File: src/design/evcp_pkg.sv
`default_nettype none

package evcp_pkg;

	localparam int unsigned StateW   = 3;
	localparam int unsigned PilotW   = 3;
	localparam int unsigned AmpsW    = 6;
	localparam int unsigned ErrW     = 2;

	localparam logic [AmpsW-1:0] LimitReset = 6'd32;

	typedef enum logic [StateW-1:0] {
		ST_IDLE        = 3'd0,
		ST_CONNECTED   = 3'd1,
		ST_CHARGE_REQ  = 3'd2,
		ST_CHARGING    = 3'd3,
		ST_VENTILATION = 3'd4,
		ST_FAULT       = 3'd5
	} state_t;

	localparam logic [PilotW-1:0] PL_A = 3'd0;
	localparam logic [PilotW-1:0] PL_B = 3'd1;
	localparam logic [PilotW-1:0] PL_C = 3'd2;
	localparam logic [PilotW-1:0] PL_D = 3'd3;

	localparam logic [ErrW-1:0] ERR_NONE          = 2'd0;
	localparam logic [ErrW-1:0] ERR_INVALID_STATE = 2'd1;
	localparam logic [ErrW-1:0] ERR_CONTACTOR     = 2'd2;

	// one input beat
	typedef struct packed {
		logic [PilotW-1:0] pilot_state;
		logic [AmpsW-1:0]  cable_rating_amps;
		logic              cable_valid;
		logic              contactor_feedback_closed;
		logic              error_pending;
	} item_t;

	// one decision: the new state plus the per-tick flags
	typedef struct packed {
		logic [StateW-1:0] state;
		logic [AmpsW-1:0]  pilot_current_amps;
		logic              contactor_on;
		logic [ErrW-1:0]   error_report;
		logic              error_clear;
		logic              state_changed;
	} result_t;

endpackage

`default_nettype wire

File: src/design/evcp_step.sv
`default_nettype none

// Next-state decision for one tick of the pilot state machine.
module evcp_step (
	input  wire logic [evcp_pkg::StateW-1:0] cur_state,
	input  wire logic [evcp_pkg::AmpsW-1:0]  cur_current,
	input  wire logic                        cur_contactor,
	input  wire logic [evcp_pkg::AmpsW-1:0]  charger_limit_amps,
	input  wire evcp_pkg::item_t             item,
	output evcp_pkg::result_t                res
);

	logic                        pilot_fault;
	logic [evcp_pkg::AmpsW-1:0]  min_amps;
	logic [evcp_pkg::StateW-1:0] nxt;
	logic [evcp_pkg::AmpsW-1:0]  cur_amps;
	logic                        cmd;
	logic [evcp_pkg::ErrW-1:0]   report;
	logic                        clr;

	assign pilot_fault = item.pilot_state > evcp_pkg::PL_D;
	assign min_amps    = (item.cable_rating_amps < charger_limit_amps) ?
	                     item.cable_rating_amps : charger_limit_amps;

	always_comb begin
		nxt      = cur_state;
		cur_amps = cur_current;
		cmd      = cur_contactor;
		report   = evcp_pkg::ERR_NONE;
		clr      = 1'b0;

		if (cur_state != evcp_pkg::ST_FAULT && (item.error_pending || pilot_fault)) begin
			// forced fault: current and contactor hold for this tick
			nxt = evcp_pkg::ST_FAULT;
		end else begin
			case (cur_state)
				evcp_pkg::ST_IDLE: begin
					if (item.pilot_state inside {evcp_pkg::PL_B, evcp_pkg::PL_C,
					                              evcp_pkg::PL_D}) begin
						if (!item.cable_valid) begin
							nxt = evcp_pkg::ST_FAULT;
						end else begin
							cur_amps = min_amps;
							if (item.pilot_state == evcp_pkg::PL_B) begin
								nxt = evcp_pkg::ST_CONNECTED;
							end else if (item.pilot_state == evcp_pkg::PL_C) begin
								nxt = evcp_pkg::ST_CHARGE_REQ;
							end else begin
								report = evcp_pkg::ERR_INVALID_STATE;
								nxt    = evcp_pkg::ST_FAULT;
							end
						end
					end
					cmd = 1'b0;
				end
				evcp_pkg::ST_CONNECTED: begin
					if (item.pilot_state == evcp_pkg::PL_C) begin
						nxt = evcp_pkg::ST_CHARGE_REQ;
					end else if (item.pilot_state == evcp_pkg::PL_A) begin
						nxt      = evcp_pkg::ST_IDLE;
						cur_amps = '0;
					end
					cmd = 1'b0;
				end
				evcp_pkg::ST_CHARGE_REQ: begin
					if (item.contactor_feedback_closed) begin
						cmd = 1'b1;
						nxt = evcp_pkg::ST_CHARGING;
					end else begin
						report = evcp_pkg::ERR_CONTACTOR;
						cmd    = 1'b0;
						nxt    = evcp_pkg::ST_FAULT;
					end
				end
				evcp_pkg::ST_CHARGING: begin
					if (item.pilot_state inside {evcp_pkg::PL_A, evcp_pkg::PL_B}) begin
						cmd = 1'b0;
						if (item.contactor_feedback_closed) begin
							// welded or stuck contactor
							report = evcp_pkg::ERR_CONTACTOR;
							nxt    = evcp_pkg::ST_FAULT;
						end else if (item.pilot_state == evcp_pkg::PL_B) begin
							nxt = evcp_pkg::ST_CONNECTED;
						end else begin
							nxt      = evcp_pkg::ST_IDLE;
							cur_amps = '0;
						end
					end
				end
				evcp_pkg::ST_VENTILATION: begin
					cmd = 1'b0;
					nxt = evcp_pkg::ST_FAULT;
				end
				evcp_pkg::ST_FAULT: begin
					cmd      = 1'b0;
					cur_amps = '0;
					if (item.pilot_state == evcp_pkg::PL_A &&
					    !item.contactor_feedback_closed) begin
						clr = 1'b1;
						nxt = evcp_pkg::ST_IDLE;
					end
				end
				default: begin
					report   = evcp_pkg::ERR_INVALID_STATE;
					cmd      = 1'b0;
					cur_amps = '0;
					nxt      = evcp_pkg::ST_IDLE;
				end
			endcase
		end
	end

	assign res.state              = nxt;
	assign res.pilot_current_amps = cur_amps;
	assign res.contactor_on       = cmd;
	assign res.error_report       = report;
	assign res.error_clear        = clr;
	assign res.state_changed      = (nxt != cur_state);

endmodule

`default_nettype wire

File: src/design/ev_charge_pilot_controller.sv
`default_nettype none

// Control pilot state machine for an EV charger. One input beat is one polling tick (pilot
// level, cable rating, contactor feedback, pending error) and yields exactly one output beat
// with the new control state, advertised current, contactor command and error flags. Beats
// pass through an input register and then an output register, where the result is presented;
// a new beat is taken every cycle when the output is not stalled. The only loop is the state,
// current and contactor registers, updated in the same cycle as the decision.
// charger_limit_amps resets to 32 A and is written with cfg_write_en/cfg_write_data; the user
// must write it only while the block is idle, which the block itself does not enforce.
module ev_charge_pilot_controller (
	input  wire logic                        clk,
	input  wire logic                        arst_n,

	input  wire logic                        cfg_write_en,
	input  wire logic [evcp_pkg::AmpsW-1:0]  cfg_write_data,

	input  wire logic                        in_valid,
	output logic                             in_stall,
	input  wire logic [evcp_pkg::PilotW-1:0] pilot_state,
	input  wire logic [evcp_pkg::AmpsW-1:0]  cable_rating_amps,
	input  wire logic                        cable_valid,
	input  wire logic                        contactor_feedback_closed,
	input  wire logic                        error_pending,

	output logic                             out_valid,
	input  wire logic                        out_stall,
	output logic [evcp_pkg::StateW-1:0]      control_state,
	output logic [evcp_pkg::AmpsW-1:0]       pilot_current_amps,
	output logic                             contactor_on,
	output logic [evcp_pkg::ErrW-1:0]        error_report,
	output logic                             error_clear,
	output logic                             state_changed
);

	// configuration
	logic [evcp_pkg::AmpsW-1:0]  limit_q;

	// controller state
	logic [evcp_pkg::StateW-1:0] state_q;
	logic [evcp_pkg::AmpsW-1:0]  current_q;
	logic                        contactor_q;

	// pipeline
	logic                        valid_s1;
	evcp_pkg::item_t             item_s1;
	logic                        valid_s2;
	evcp_pkg::result_t           res_s2;

	evcp_pkg::result_t           step_res;
	logic                        adv_s1;
	logic                        take_in;

	// stage 2 frees when empty or its beat leaves this cycle
	assign adv_s1   = valid_s1 && (!valid_s2 || !out_stall);
	assign in_stall = valid_s1 && !adv_s1;
	assign take_in  = in_valid && !in_stall;

	always_ff @(posedge clk or negedge arst_n) begin
		if (!arst_n) begin
			limit_q <= evcp_pkg::LimitReset;
		end else if (cfg_write_en) begin
			limit_q <= cfg_write_data;
		end
	end

	always_ff @(posedge clk) begin
		if (take_in) begin
			item_s1.pilot_state               <= pilot_state;
			item_s1.cable_rating_amps         <= cable_rating_amps;
			item_s1.cable_valid               <= cable_valid;
			item_s1.contactor_feedback_closed <= contactor_feedback_closed;
			item_s1.error_pending             <= error_pending;
		end
	end

	always_ff @(posedge clk or negedge arst_n) begin
		if (!arst_n) begin
			valid_s1 <= 1'b0;
		end else if (take_in) begin
			valid_s1 <= 1'b1;
		end else if (adv_s1) begin
			valid_s1 <= 1'b0;
		end
	end

	evcp_step u_step (
		.cur_state          (state_q),
		.cur_current        (current_q),
		.cur_contactor      (contactor_q),
		.charger_limit_amps (limit_q),
		.item               (item_s1),
		.res                (step_res)
	);

	// state advances exactly when a decision moves into the output register
	always_ff @(posedge clk or negedge arst_n) begin
		if (!arst_n) begin
			state_q     <= evcp_pkg::ST_IDLE;
			current_q   <= '0;
			contactor_q <= 1'b0;
		end else if (adv_s1) begin
			state_q     <= step_res.state;
			current_q   <= step_res.pilot_current_amps;
			contactor_q <= step_res.contactor_on;
		end
	end

	always_ff @(posedge clk or negedge arst_n) begin
		if (!arst_n) begin
			valid_s2 <= 1'b0;
		end else if (adv_s1) begin
			valid_s2 <= 1'b1;
		end else if (!out_stall) begin
			valid_s2 <= 1'b0;
		end
	end

	always_ff @(posedge clk) begin
		if (adv_s1) begin
			res_s2 <= step_res;
		end
	end

	assign out_valid          = valid_s2;
	assign control_state      = res_s2.state;
	assign pilot_current_amps = res_s2.pilot_current_amps;
	assign contactor_on       = res_s2.contactor_on;
	assign error_report       = res_s2.error_report;
	assign error_clear        = res_s2.error_clear;
	assign state_changed      = res_s2.state_changed;

endmodule

`default_nettype wire

File: config.mk
export PLATFORM = sky130hd
export DESIGN_NAME = ev_charge_pilot_controller
export DESIGN_NICKNAME = d
export VERILOG_FILES = /design/src/design/evcp_pkg.sv /design/src/design/evcp_step.sv /design/src/design/ev_charge_pilot_controller.sv
export SDC_FILE = /design/constraint.sdc
export NUM_CORES = 1
export LEC_CHECK = 0
export BUFFER_PORTS_ARGS = -buffer_cell sky130_fd_sc_hd__buf_2
export CAP_MARGIN = 20
export CORE_MARGIN = 2
export CORE_UTILIZATION = 59
export DETAILED_ROUTE_END_ITERATION = 12
export PLACE_DENSITY_LB_ADDON = 0.3
export SETUP_SLACK_MARGIN = 0.3
export SYNTH_ARGS = -nofsm -noshare
export SYNTH_HDL_FRONTEND = slang
export SYNTH_SLANG_ARGS = --single-unit
File: constraint.sdc
create_clock -name clk -period 4.33 [get_ports clk]
set_input_delay 0.433 -clock clk [delete_from_list [all_inputs] [get_ports clk]]
set_output_delay 0.433 -clock clk [all_outputs]
set_load 0.03 [all_outputs]
==> results.md, run 1 <==
STA:
- The final-report max-slew violation count is 0.
- The highest achievable clock rate is 468 MHz.
- At the pin with the least slew margin, the transition time is 664 ps.
- Setup repair after global routing left no endpoint under its margin.
- The post-route setup TNS is 0 ps.
- Setup violations remaining at the end of the flow were counted as 0.
- The total count of hold-check failures in the final report is 0.
- Clock skew on the completed layout was measured at 5.78 ps.
- Measured against its own limit, the worst slew margin works out to 0.557.
- The share of the clock period used by the worst path after layout is 0.493.
- The worst hold margin is 60.2 ps.
- Setup slack on the critical path of the routed design comes to 2190 ps.
- The shortest period the worst path allows is 2140 ps.

CTS:
- Post-CTS repair changed the size of 0 cells.
- The number of hold buffers added after CTS was 0.
- TritonCTS created 5 clock buffers.
- The number of setup buffers added after CTS is 0.
- The clock root buffer master is sky130_fd_sc_hd__clkbuf_8.
- Clock latency on the worst-skew pair, taken at its later pin, is 300 ps.
- The number of sinks on the clock net is 44.
- After clock tree synthesis, the clock-pin slew on the worst setup and hold paths is 80 ps.
- No sink is reached through more buffers than the 2 on the longest clock path.
- The CTS tree is built.
- The number of levels the H-tree was split into is 2.

Layout:
- Counting the fill cells in the layout gives 296.
- The multi-input logic area is 856 um2.
- 0 antenna diodes ended up in the layout.
- The most common cell after layout, fill and taps aside is sky130_fd_sc_hd__buf_2.
- Leaving out filler cells and counting taps, the final layout contains 286.
- The net count of the finished layout is 265.
- Measured on the finished design, the core utilization comes to 0.686.
- From synthesis to final layout, the design area changed by 12.4%.
- The ratio of cells with drive above 1 in the final layout is 0.265.
- The combined flip-flop and latch cell area is 1230 um2.
- Leaving out fill and tap cells, the most frequent cells in the layout are 38 x sky130_fd_sc_hd__buf_2, 28 x sky130_fd_sc_hd__nand2_1, 26 x sky130_fd_sc_hd__edfxtp_1.
- After routing the design area is 2510 um2.

Synth:
- Of the post-synthesis cell area, the dominant cell type holds 0.350.
- The cell type contributing the most total cell area after synthesis is sky130_fd_sc_hd__edfxtp_1.
- The most used flip-flop cell after synthesis is sky130_fd_sc_hd__edfxtp_1.
- The synthesized netlist occupies a cell area of 2230 um2.
- The post-synthesis area per instance is 10.9 um2.
- For this run, the number of Yosys warnings is 0.
- The simple logic cell fraction of the synthesized area is 0.166.
- Of the total synthesized cell area, the portion taken by XOR and XNOR cells is 0.00785.
- The share of synthesized flip-flops with an asynchronous set or reset is 0.409.
- Of the total synthesized cell area, the portion taken by full adders, half adders and majority gates is 0.0280.
- Yosys attributes the largest share of cell area to sky130_fd_sc_hd__edfxtp_1 35%, sky130_fd_sc_hd__dfrtp_1 19%, sky130_fd_sc_hd__nand2_1 4.7%, sky130_fd_sc_hd__inv_1 2.9%, sky130_fd_sc_hd__ha_1 2.8%.
- The synthesized netlist contains 47 unique library cells.
- The combinational family with the most area after synthesis is simple AND/OR/NAND/NOR gates.
- The synthesized design contains 26 enable-type register cells.
- The total of flip-flops plus latches after synthesis is 44.
- For this run, the register share of the synthesized area comes to 0.552.
- The synthesized netlist net count is 232.
- The portion of synthesized area spent on multiplexers is 0.0151.
- The synthesized instance count is 204.
- The compound-cell area share of the yosys netlist was 0.166.

Power and ir drop:
- The share of total power dissipated in combinational logic is 0.150.
- The power density normalized to cell area is 376 nW/um2.
- The switching portion of total power is 0.266.
- The cell leakage power is 1.02 nW.
- The sequential power share is 0.532.
- The overall power consumption is 0.944 mW.
- The peak supply drop is 0.000287 V.
- The proportion of power drawn by the clock network is 0.319.
- The internal portion of the total power is 0.693 mW.
- For this design the total switching power over the nets is 0.251 mW.

Setup path:
- The maximum fanout along the worst path is 9.
- The type of element launching the critical path is a flop.
- The type of element capturing the critical path is a flop.
- The data required time at the worst endpoint is 4460 ps.
- The data arrival time at the worst-slack endpoint is 2270 ps.
- The type of the worst setup path is reg2reg.

Placement:
- The routability-driven placement congestion ratio is 0.934.
- The total half-perimeter wirelength after legalization and detailed placement is 3030 um.
- Prior to clock tree synthesis, the placed netlist has a worst setup slack of 2240 ps.
- Once placement completed, the tool counted placed cells totaling 278.
- In this run the cell area measured after placement is 2400 um2.
- Input and output buffers added on the ports amount to 38.

GRT:
- The maximum number of pins on one net before global-route repair is 19.
- In the global route stage, overall resource usage came out at 0.227.
- The overflow left after global routing is 0.
- The number of antenna violations at the first check in global routing is 0.
- The via count of the first global-routing pass is 1577.
- The first global-routing pass estimated 7250 um of wire.

Drt:
- Across all layers, the routed design uses 1669 vias.
- After detailed routing, the average wire length per cell comes to 14.5 um.
- The detail route stage leaves a number of antenna-violating nets equal to 0.
- The total routed wirelength is 4140 um.
- For this run, the detailed router's first-pass iteration total came to 4.
- For this run, design rule violations remaining after detail routing come to 0.
- The detailed router finished its first iteration with 102 violations.
- In the routed layout, each cell is associated on average with a via count of 5.84.

Worst hold path:
- The classification of the worst-slack hold path is in2async.

Floorplan:
- The chip height is 65.5 um.
- For this configuration, the core starts out at a cell density of 0.610.
- The core box area is 3660 um2.
- The floorplan has 22 rows.
- The overall die width is 65.5 um.
- The die covers 4290 um2.
- The boundary pin count is 39.

Job:
- Across the run, the number of max-cap violations was 0.

Outcome:
- The flow ran to the end, and the final reports show no timing, DRC or antenna violations.
cell usage after synthesis (3+ instances only):
cell type	n
sky130_fd_sc_hd__a21oi_1	5
sky130_fd_sc_hd__buf_2	4
sky130_fd_sc_hd__o21ai_2	5
sky130_fd_sc_hd__nand2b_1	4
sky130_fd_sc_hd__nand3_1	8
sky130_fd_sc_hd__and2_1	3
sky130_fd_sc_hd__dfrtp_1	17
sky130_fd_sc_hd__nand4_1	6
sky130_fd_sc_hd__o211ai_1	7
sky130_fd_sc_hd__clkbuf_1	3
sky130_fd_sc_hd__nand2_1	28
sky130_fd_sc_hd__inv_1	17
sky130_fd_sc_hd__edfxtp_1	26
sky130_fd_sc_hd__ha_1	5
sky130_fd_sc_hd__o221ai_1	6
sky130_fd_sc_hd__buf_6	4
sky130_fd_sc_hd__mux2_2	3
sky130_fd_sc_hd__o21ai_0	11
sky130_fd_sc_hd__nor2_1	8
cell type report:
class	count	area share
Sequential cell	44	0.491
Timing Repair Buffer	38	0.0758
Inverter	17	0.0254
Multi-Input combinational cell	131	0.341
Tap cell	48	0.0239
Clock inverter	2	0.0140
Clock buffer	6	0.0289
cells by family after synthesis:
kind of cell | Yosys count
multiplexers | 3
flip-flops | 44
buffers and inverters | 29
AND/OR/NAND/NOR | 71
XOR/XNOR | 2
AO/OA/AOI/OAI | 50
adder cells (fa/ha/maj) | 5
sequential cells by signal, indices dropped and copies added, names as in the netlist:
signal              cells
contactor_q             1
valid_s1                1
pilot_current_amps      6
limit_q                 6
error_clear             1
error_report            2
state_q                 3
control_state           3
state_changed           1
contactor_on            1
current_q               6
item_s1                12
out_valid               1
layer usage:
metal | share of wire | wire (um) | GRT usage | vias to the layer above
met5 | 0 | 0 | 0 | -
met4 | 0.014 | 58 | 0.0781 | 0
met3 | 0.080 | 330 | 0.0565 | 6
met2 | 0.45 | 1840 | 0.333 | 81
met1 | 0.46 | 1900 | 0.330 | 774
li1 | - | - | - | 808
power by group through the flow:
stage | Combinational (mW) | Clock [mW] | Sequential [mW]
CTS | 0.142 | 0.309 | 0.501
floorplan | 0.100 | 0 | 0.515
global placement | 0.139 | 0 | 0.509
global route | 0.159 | 0.326 | 0.505
finish | 0.141 | 0.301 | 0.502
detailed placement | 0.140 | 0 | 0.510
final timing paths:
check | cells past startpoint | end | slack (ps) | from
setup / recovery | 7 | pilot_current_amps[5] | 2190 | limit_q[3]
hold / removal | 1 | current_q[2] | 60 | arst_n
setup reg to reg | 7 | pilot_current_amps[5] | 2190 | limit_q[3]
hold reg to reg | 1 | out_valid | 490 | valid_s1
max in group asynchronous | 1 | limit_q[5] | 3940 | arst_n
min in group clk | 1 | item_s1[6] | 310 | cable_rating_amps[3]
critical path, cell delays in order, from the launching register on:
cell and delay (ps):
sky130_fd_sc_hd__dfrtp_1 380, sky130_fd_sc_hd__inv_1 90, sky130_fd_sc_hd__ha_1 330, sky130_fd_sc_hd__a21o_1 190, sky130_fd_sc_hd__a211oi_1 210, sky130_fd_sc_hd__o21ai_1 250
sky130_fd_sc_hd__and2_1 290, sky130_fd_sc_hd__o211ai_1 230
No activity file was read; power rests on OpenSTA's default activity.
==> run 2: changes to the inputs <==
--- a/config.mk
+++ b/config.mk
@@ -8,7 +8,7 @@
 export BUFFER_PORTS_ARGS = -buffer_cell sky130_fd_sc_hd__buf_2
 export CAP_MARGIN = 20
 export CORE_MARGIN = 2
-export CORE_UTILIZATION = 59
+export CORE_UTILIZATION = 50
 export DETAILED_ROUTE_END_ITERATION = 12
 export PLACE_DENSITY_LB_ADDON = 0.3
 export SETUP_SLACK_MARGIN = 0.3
==> constraint.sdc (replaced) <==
create_clock -name clk -period 1.94 [get_ports clk]
set_input_delay 0.194 -clock clk [delete_from_list [all_inputs] [get_ports clk]]
set_output_delay 0.194 -clock clk [all_outputs]
set_load 0.03 [all_outputs]
==> results.md, run 2 (same netlist as run 1, synthesis figures left out) <==
Floorplan:
- The core box area is 4320 um2 (+18%).
- The number of core rows is 24 (+9.1%).
- The boundary pin count is 39 (unchanged).
- The initial standard-cell utilization of the core is 0.516 (-0.0935).
- The chip height is 70.8 um (+8.1%).
- The overall die width is 70.8 um (+8.1%).
- The area of the die came to 5010 um2 (+17%).

CTS:
- The insertion delay to the later sink of the worst-skew pair is 300 ps (about the same).
- The clock edge transition at the registers on the reported setup and hold paths came to 80 ps (about the same).
- The CTS tree is built.
- The number of CTS-inserted buffers is 5 (unchanged).
- The worst-case clock buffer depth was 2 (unchanged).
- The number of sinks on the clock net came to 44 (unchanged).
- The number of levels the H-tree was split into is 2 (unchanged).
- The clock root buffer master is sky130_fd_sc_hd__clkbuf_8.

Layout:
- The ratio of cells with drive above 1 in the final layout is 0.462 (+0.197).
- The number of standard cells in the layout, taps in and fillers out is 325 (+14%).
- The final net count is 301 (+14%).
- Compared with the post-synthesis result, the final layout area differs by 34.1%.
- The summed area of non-filler cells in the final layout was 2990 um2 (+19%).
- The most common cell after layout, fill and taps aside is sky130_fd_sc_hd__buf_2.
- The register with the most flip-flops is item_s1.
- The flip-flop count of the largest register, all copies and words added is 12 (unchanged).
- The top cell types in the final layout, fill and taps aside, are 38 x sky130_fd_sc_hd__buf_2, 29 x sky130_fd_sc_hd__buf_4, 28 x sky130_fd_sc_hd__nand2_1.
- The number of inserted diodes is 0 (unchanged).

Drt:
- The via density per instance came to 5.61 (-3.9%).
- The initial detailed-routing violation count is 130 (+27%).
- The first-pass iteration count of the detailed router is 4 (unchanged).
- The detailed-route DRC error count is 0 (unchanged).
- The total routed wirelength is 5090 um (+23%).
- The number of nets with antenna violations after routing came to 0 (unchanged).
- The via count is 1823 (+9.2%).
- The routed length per placed instance is 15.7 um (+8.3%).

STA:
- The transition at the pin with the smallest max-transition slack was 492 ps (-173 ps).
- The max-slew headroom at the worst pin is 0.672 (+0.115).
- The clock skew after layout was 9.19 ps (+3.41 ps).
- The highest achievable clock rate came to 543 MHz (+16%).
- The shortest period the worst path allows is 1840 ps (-294 ps).
- The worst hold margin is 67.0 ps (+6.83 ps).
- The count of endpoints failing setup in the final report came to 0 (unchanged).
- The total count of hold-check failures in the final report came to 0 (unchanged).
- Setup repair after global routing could not meet its margin everywhere.
- The share of the clock period used by the worst path after layout is 0.949 (+0.456).
- The post-route setup TNS was 0 ps (unchanged).
- The final-report max-slew violation count is 0 (unchanged).

Power and ir drop:
- The peak supply drop is 0.000513 V (+79%).
- The cell leakage power was 1.24 nW (+21%).
- The power density normalized to cell area came to 760 nW/um2 (+100%).
- The overall power consumption is 2.28 mW (+140%).

GRT:
- The overall track demand over capacity in global routing is 0.206 (-0.0205).
- The overflow left after global routing was 0 (unchanged).
- The maximum number of pins on one net before global-route repair is 19 (unchanged).
- The via count of the first global-routing pass is 1729 (+9.6%).
- The number of antenna violations at the first check in global routing is 0 (unchanged).
- The first-pass GRT wire length is 8070 um (+11%).

Placement:
- The total placed instance area is 2550 um2 (+6.3%).
- The instance count after placement with tap cells included is 296 (+6.5%).
- The routability-driven placement congestion ratio is 0.900 (-3.6%).
- The total half-perimeter wirelength after legalization and detailed placement is 3180 um (+5.1%).
- The number of I/O port buffers came to 38 (unchanged).

Setup path:
- The data arrival time at the worst-slack endpoint is 1870 ps (-400 ps).
- The type of the worst setup path is reg2reg.
- STA classifies the critical path startpoint as a flop.
- The data required time at the worst endpoint came to 1970 ps (-2490 ps).
- The worst setup path is captured at a flop.
- The maximum fanout along the worst path came to 4 (-5).

Job:
- The number of max-capacitance violations reported is 0 (unchanged).

Worst hold path:
- The worst hold path belongs to the class in2reg.

Outcome:
- The run finished with clean final reports.
[run 2: critical path, cell delays in order (launching register included)]
cell                       delay [ps]
sky130_fd_sc_hd__edfxtp_1         480
sky130_fd_sc_hd__nor4b_4          350
sky130_fd_sc_hd__a22o_1           240
sky130_fd_sc_hd__o311a_1          240
sky130_fd_sc_hd__xor2_1           160
sky130_fd_sc_hd__o211ai_1         110
[run 2: routing by layer]
metal	track usage	up-vias	wire length [um]
met5	0	-	0
met4	0.0839	0	115
met3	0.0613	12	386
met2	0.304	79	2290
met1	0.287	853	2300
li1	-	879	-
[run 2: final timing paths]
path                                 startpoint            end  slack (ps)  depth (start not counted)
hold / removal             cable_rating_amps[5]     item_s1[8]          70                          1
setup / recovery                     item_s1[1]  state_changed         100                          5
hold reg to reg                    current_q[2]   current_q[2]         500                          2
min in group asynchronous                arst_n     limit_q[4]         360                          2
setup reg to reg                     item_s1[1]  state_changed         100                          5
max in group asynchronous                arst_n     limit_q[5]        1240                          2
[run 2: layout make-up]
cell class              count  area [um2]
fillers                   311        1330
inverters                  17        63.8
flip-flops and latches     44        1240
repair buffers             73         474
multi-input cells         132        1050
well taps                  52        65.1
clock inverters             1        30.0
clock buffers               6        72.6
[run 2: repair_timing]
action / in CTS / in global routing
setup buffers: 12 / 8
gates resized for setup: 21 / 20
endpoints found under the setup margin: 15 / 20
hold buffers: 1 / 0
hold endpoints to repair: 17 / 0
cloned: 1 / 0
pin swaps: 17 / 5
[run 2: power breakdown]
part	switching, mW	leakage [nW]	total (mW)	internal [mW]
sequential	0.0433	0.471	1.10	1.06
combinational	0.291	0.713	0.501	0.210
clock	0.293	0.0513	0.671	0.377
[run 2: metrics by stage]
step,utilization,worst slack [ps]
after CTS,0.660,110
after global routing,0.692,34.4
final,0.692,98.7
after global placement,0.591,96.6
after detailed placement,0.591,103
after floorplan,-,171
==> run 3: changes to the inputs <==
--- a/config.mk
+++ b/config.mk
@@ -5,6 +5,7 @@
 export SDC_FILE = /design/constraint.sdc
 export NUM_CORES = 1
 export LEC_CHECK = 0
+export ABC_AREA = 1
 export BUFFER_PORTS_ARGS = -buffer_cell sky130_fd_sc_hd__buf_2
 export CAP_MARGIN = 20
 export CORE_MARGIN = 2
==> results.md, run 3 <==
Outcome:
- The run finished with clean final reports.

CTS:
- The number of sinks on the clock net is 44 (unchanged).
- The root buffer cell chosen for the clock tree is sky130_fd_sc_hd__clkbuf_8.
- The number of CTS-inserted buffers was 5 (unchanged).
- The insertion delay to the later sink of the worst-skew pair is 310 ps (about the same).
- The clock edge transition at the registers on the reported setup and hold paths is 80 ps (about the same).
- TritonCTS built the clock tree.
- The worst-case clock buffer depth is 2 (unchanged).
- The number of levels the H-tree was split into is 2 (unchanged).

Synth:
- The synthesized area came to 2180 um2 (-2.3%).
- The number of flops mapped to enable cells by yosys is 26 (unchanged).
- The commonest cells after synthesis are 79 x sky130_fd_sc_hd__nand2_1, 26 x sky130_fd_sc_hd__edfxtp_1, 22 x sky130_fd_sc_hd__inv_1.
- The share of synthesized flip-flops with an asynchronous set or reset is 0.409 (unchanged).
- The total of flip-flops plus latches after synthesis is 44 (unchanged).
- The synthesized netlist net count is 265 (+14%).
- By instance count, the leading cell after synthesis is sky130_fd_sc_hd__nand2_1.
- The number of synthesis warnings is 0 (unchanged).
- The area share of the leading cell type in the synthesized netlist is 0.358 (+0.00823).
- The dominant synthesized flop cell is sky130_fd_sc_hd__edfxtp_1.
- By area the synthesized netlist is led by sky130_fd_sc_hd__edfxtp_1 36%, sky130_fd_sc_hd__dfrtp_1 20%, sky130_fd_sc_hd__nand2_1 14%, sky130_fd_sc_hd__inv_1 3.8%, sky130_fd_sc_hd__o21ai_0 3.4%.
- The post-synthesis area per instance is 9.20 um2 (-16%).
- The synthesized instance count came to 237 (+16%).
- The biggest area contributor in the post-synthesis netlist is sky130_fd_sc_hd__edfxtp_1.
- The number of distinct library cell variants in the gate-level netlist after synthesis was 29 (-38%).
- The sequential cell area fraction in the yosys report was 0.565 (+0.0130).

Drt:
- The detailed-route DRC error count was 0 (unchanged).
- The via density per instance is 5.02 (-10%).
- The number of nets with antenna violations after routing was 0 (unchanged).
- The total routed wirelength is 4510 um (-11%).
- The via count is 1758 (-3.6%).
- The initial detailed-routing violation count is 133 (+2.3%).
- The routed length per placed instance came to 12.9 um (-18%).
- The first-pass iteration count of the detailed router is 4 (unchanged).

Layout:
- The area growth from synthesis to layout is 27.7%.
- The ratio of cells with drive above 1 in the final layout is 0.403 (-0.0589).
- Ranked by flip-flop count, first place goes to item_s1.
- The flip-flop count of the largest register, all copies and words added came to 12 (unchanged).
- The number of inserted diodes was 0 (unchanged).
- The summed area of non-filler cells in the final layout is 2790 um2 (-6.9%).
- The final core utilization is 0.653 (-0.0390).
- The top cell types in the final layout, fill and taps aside, are 70 x sky130_fd_sc_hd__nand2_1, 38 x sky130_fd_sc_hd__buf_2, 26 x sky130_fd_sc_hd__edfxtp_1.
- The number of standard cells in the layout, taps in and fillers out was 350 (+7.7%).
- The final net count was 325 (+8.0%).
- The library cell used most frequently in the layout, excluding fill and tap cells, is sky130_fd_sc_hd__nand2_1.

GRT:
- The first-pass GRT wire length is 7210 um (-11%).
- The overflow left after global routing is 0 (unchanged).
- The via count of the first global-routing pass is 1543 (-11%).
- The number of antenna violations at the first check in global routing is 0 (unchanged).
- The maximum number of pins on one net before global-route repair is 19 (unchanged).
- The overall track demand over capacity in global routing was 0.192 (-0.0139).

Placement:
- The instance count after placement with tap cells included is 328 (+11%).
- The total placed instance area is 2470 um2 (-3.2%).
- The total half-perimeter wirelength after legalization and detailed placement was 3000 um (-5.7%).
- The routability-driven placement congestion ratio is 0.898 (-0.28%).
- The worst setup timing slack at the placement stage is 218 ps (+115 ps).
- The number of I/O port buffers came to 38 (unchanged).

STA:
- The post-route setup TNS is 0 ps (unchanged).
- The highest achievable clock rate is 570 MHz (+5.0%).
- The share of the clock period used by the worst path after layout was 0.904 (-0.0450).
- The final worst-path setup slack is 186 ps (+87.2 ps).
- The total count of hold-check failures in the final report is 0 (unchanged).
- The shortest period the worst path allows is 1750 ps (-87.2 ps).
- The transition at the pin with the smallest max-transition slack is 475 ps (-17.0 ps).
- Setup repair after global routing could not meet its margin everywhere.
- The final-report max-slew violation count is 0 (unchanged).
- The count of endpoints failing setup in the final report came to 0 (unchanged).
- The clock skew after layout is 6.46 ps (-2.73 ps).
- The max-slew headroom at the worst pin is 0.683 (+0.0110).

Setup path:
- The data arrival time at the worst-slack endpoint is 1820 ps (-50 ps).
- The maximum fanout along the worst path is 7 (+3).
- The data required time at the worst endpoint was 2010 ps (+40 ps).
- The largest incremental delay on the critical path was 530 ps (+50 ps).
- The critical path is of the reg2reg type.
- The critical path goes through inv_2, ha_4, a21o_1, a21oi_4, nand3b_1, nand3_2, nand2_2.
- The worst setup path is launched from a flop.
- The combined buffer and inverter count along the critical path is 1 (+1).
- On the critical path the largest part of the delay comes from flip-flops.
- The type of element capturing the critical path is a flop.
- The slowest stage of the critical path is the sky130_fd_sc_hd__dfstp_2 cell.

Floorplan:
- The overall die width came to 70.0 um (-1.1%).
- The area of the die was 4910 um2 (-2.2%).
- The number of core rows was 24 (unchanged).
- The core box area is 4260 um2 (-1.4%).
- The boundary pin count is 39 (unchanged).
- The chip height was 70.0 um (-1.1%).
- The initial standard-cell utilization of the core is 0.511 (-0.00476).

Power and ir drop:
- The cell leakage power is 1.32 nW (+6.8%).
- The power density normalized to cell area is 1020 nW/um2 (+35%).
- The peak supply drop is 0.000614 V (+20%).

Job:
- The number of max-capacitance violations reported is 0 (unchanged).

Worst hold path:
- The min-delay analysis places its worst path in the category in2reg.
==> run 3: power by group <==
group          internal [mW]  switching, mW
clock network          0.284          0.311
registers               1.13         0.0694
logic                  0.364          0.690
==> run 3: metal layers <==
metal	vias to the layer above	routed length (um)	part of all wire	track usage
li1	892	-	-	-
met1	795	1960	0.43	0.265
met2	61	2150	0.48	0.281
met3	10	292	0.065	0.0563
met4	0	108	0.024	0.0876
met5	-	0	0	0
==> run 3: layout make-up <==
type                            instances  area, um2
Clock buffer                            6       82.6
Tap cell                               52       65.1
Fill cell                             355       1480
Timing Repair Buffer                   56        332
Multi-Input combinational cell        163        960
Sequential cell                        44       1230
Clock inverter                          2       10.0
Inverter                               27        101
==> run 3: cells by family (layout without fill, tap and decap cells) <==
logic type,Yosys count,after routing,synth area share
AO/OA/AOI/OAI,26,26,0.0700
adder cells (fa/ha/maj),5,5,0.0287
buffers and inverters,30,91,0.0556
flip-flops,44,44,0.565
AND/OR/NAND/NOR,132,132,0.281
==> run 3: path summary, 6_finish.rpt <==
check / depth (start not counted) / to / slack [ps] / from
hold reg to reg: 2 / current_q[3] / 490 / current_q[3]
hold / removal: 1 / item_s1[1] / 60 / contactor_feedback_closed
min in group asynchronous: 2 / out_valid / 350 / arst_n
setup reg to reg: 7 / pilot_current_amps[2] / 190 / limit_q[5]
setup / recovery: 7 / pilot_current_amps[2] / 190 / limit_q[5]
max in group asynchronous: 2 / limit_q[5] / 1260 / arst_n
==> run 3: metrics by stage <==
stage	power, mW	hold WS [ps]
floorplan	1.86	-102
global placement	2.05	160
detailed placement	2.07	161
CTS	2.68	51.3
global route	3.01	41.6
finish	2.85	56.9
==> run 3: timing repair <==
item	CTS	global route
hold buffers	1	0
pin swaps	14	22
endpoints found under the hold margin	17	0
setup buffers	4	9
endpoints found under the setup margin	13	19
gates resized for setup	10	29
==> run 3: worst reg2reg max path: cells and delay by family (launching register included) <==
family	cells	cell delay (ps)
adder cells (fa/ha/maj)	1	210
AO/OA/AOI/OAI	2	420
buffers and inverters	1	40
AND/OR/NAND/NOR	3	320
flip-flops	1	530
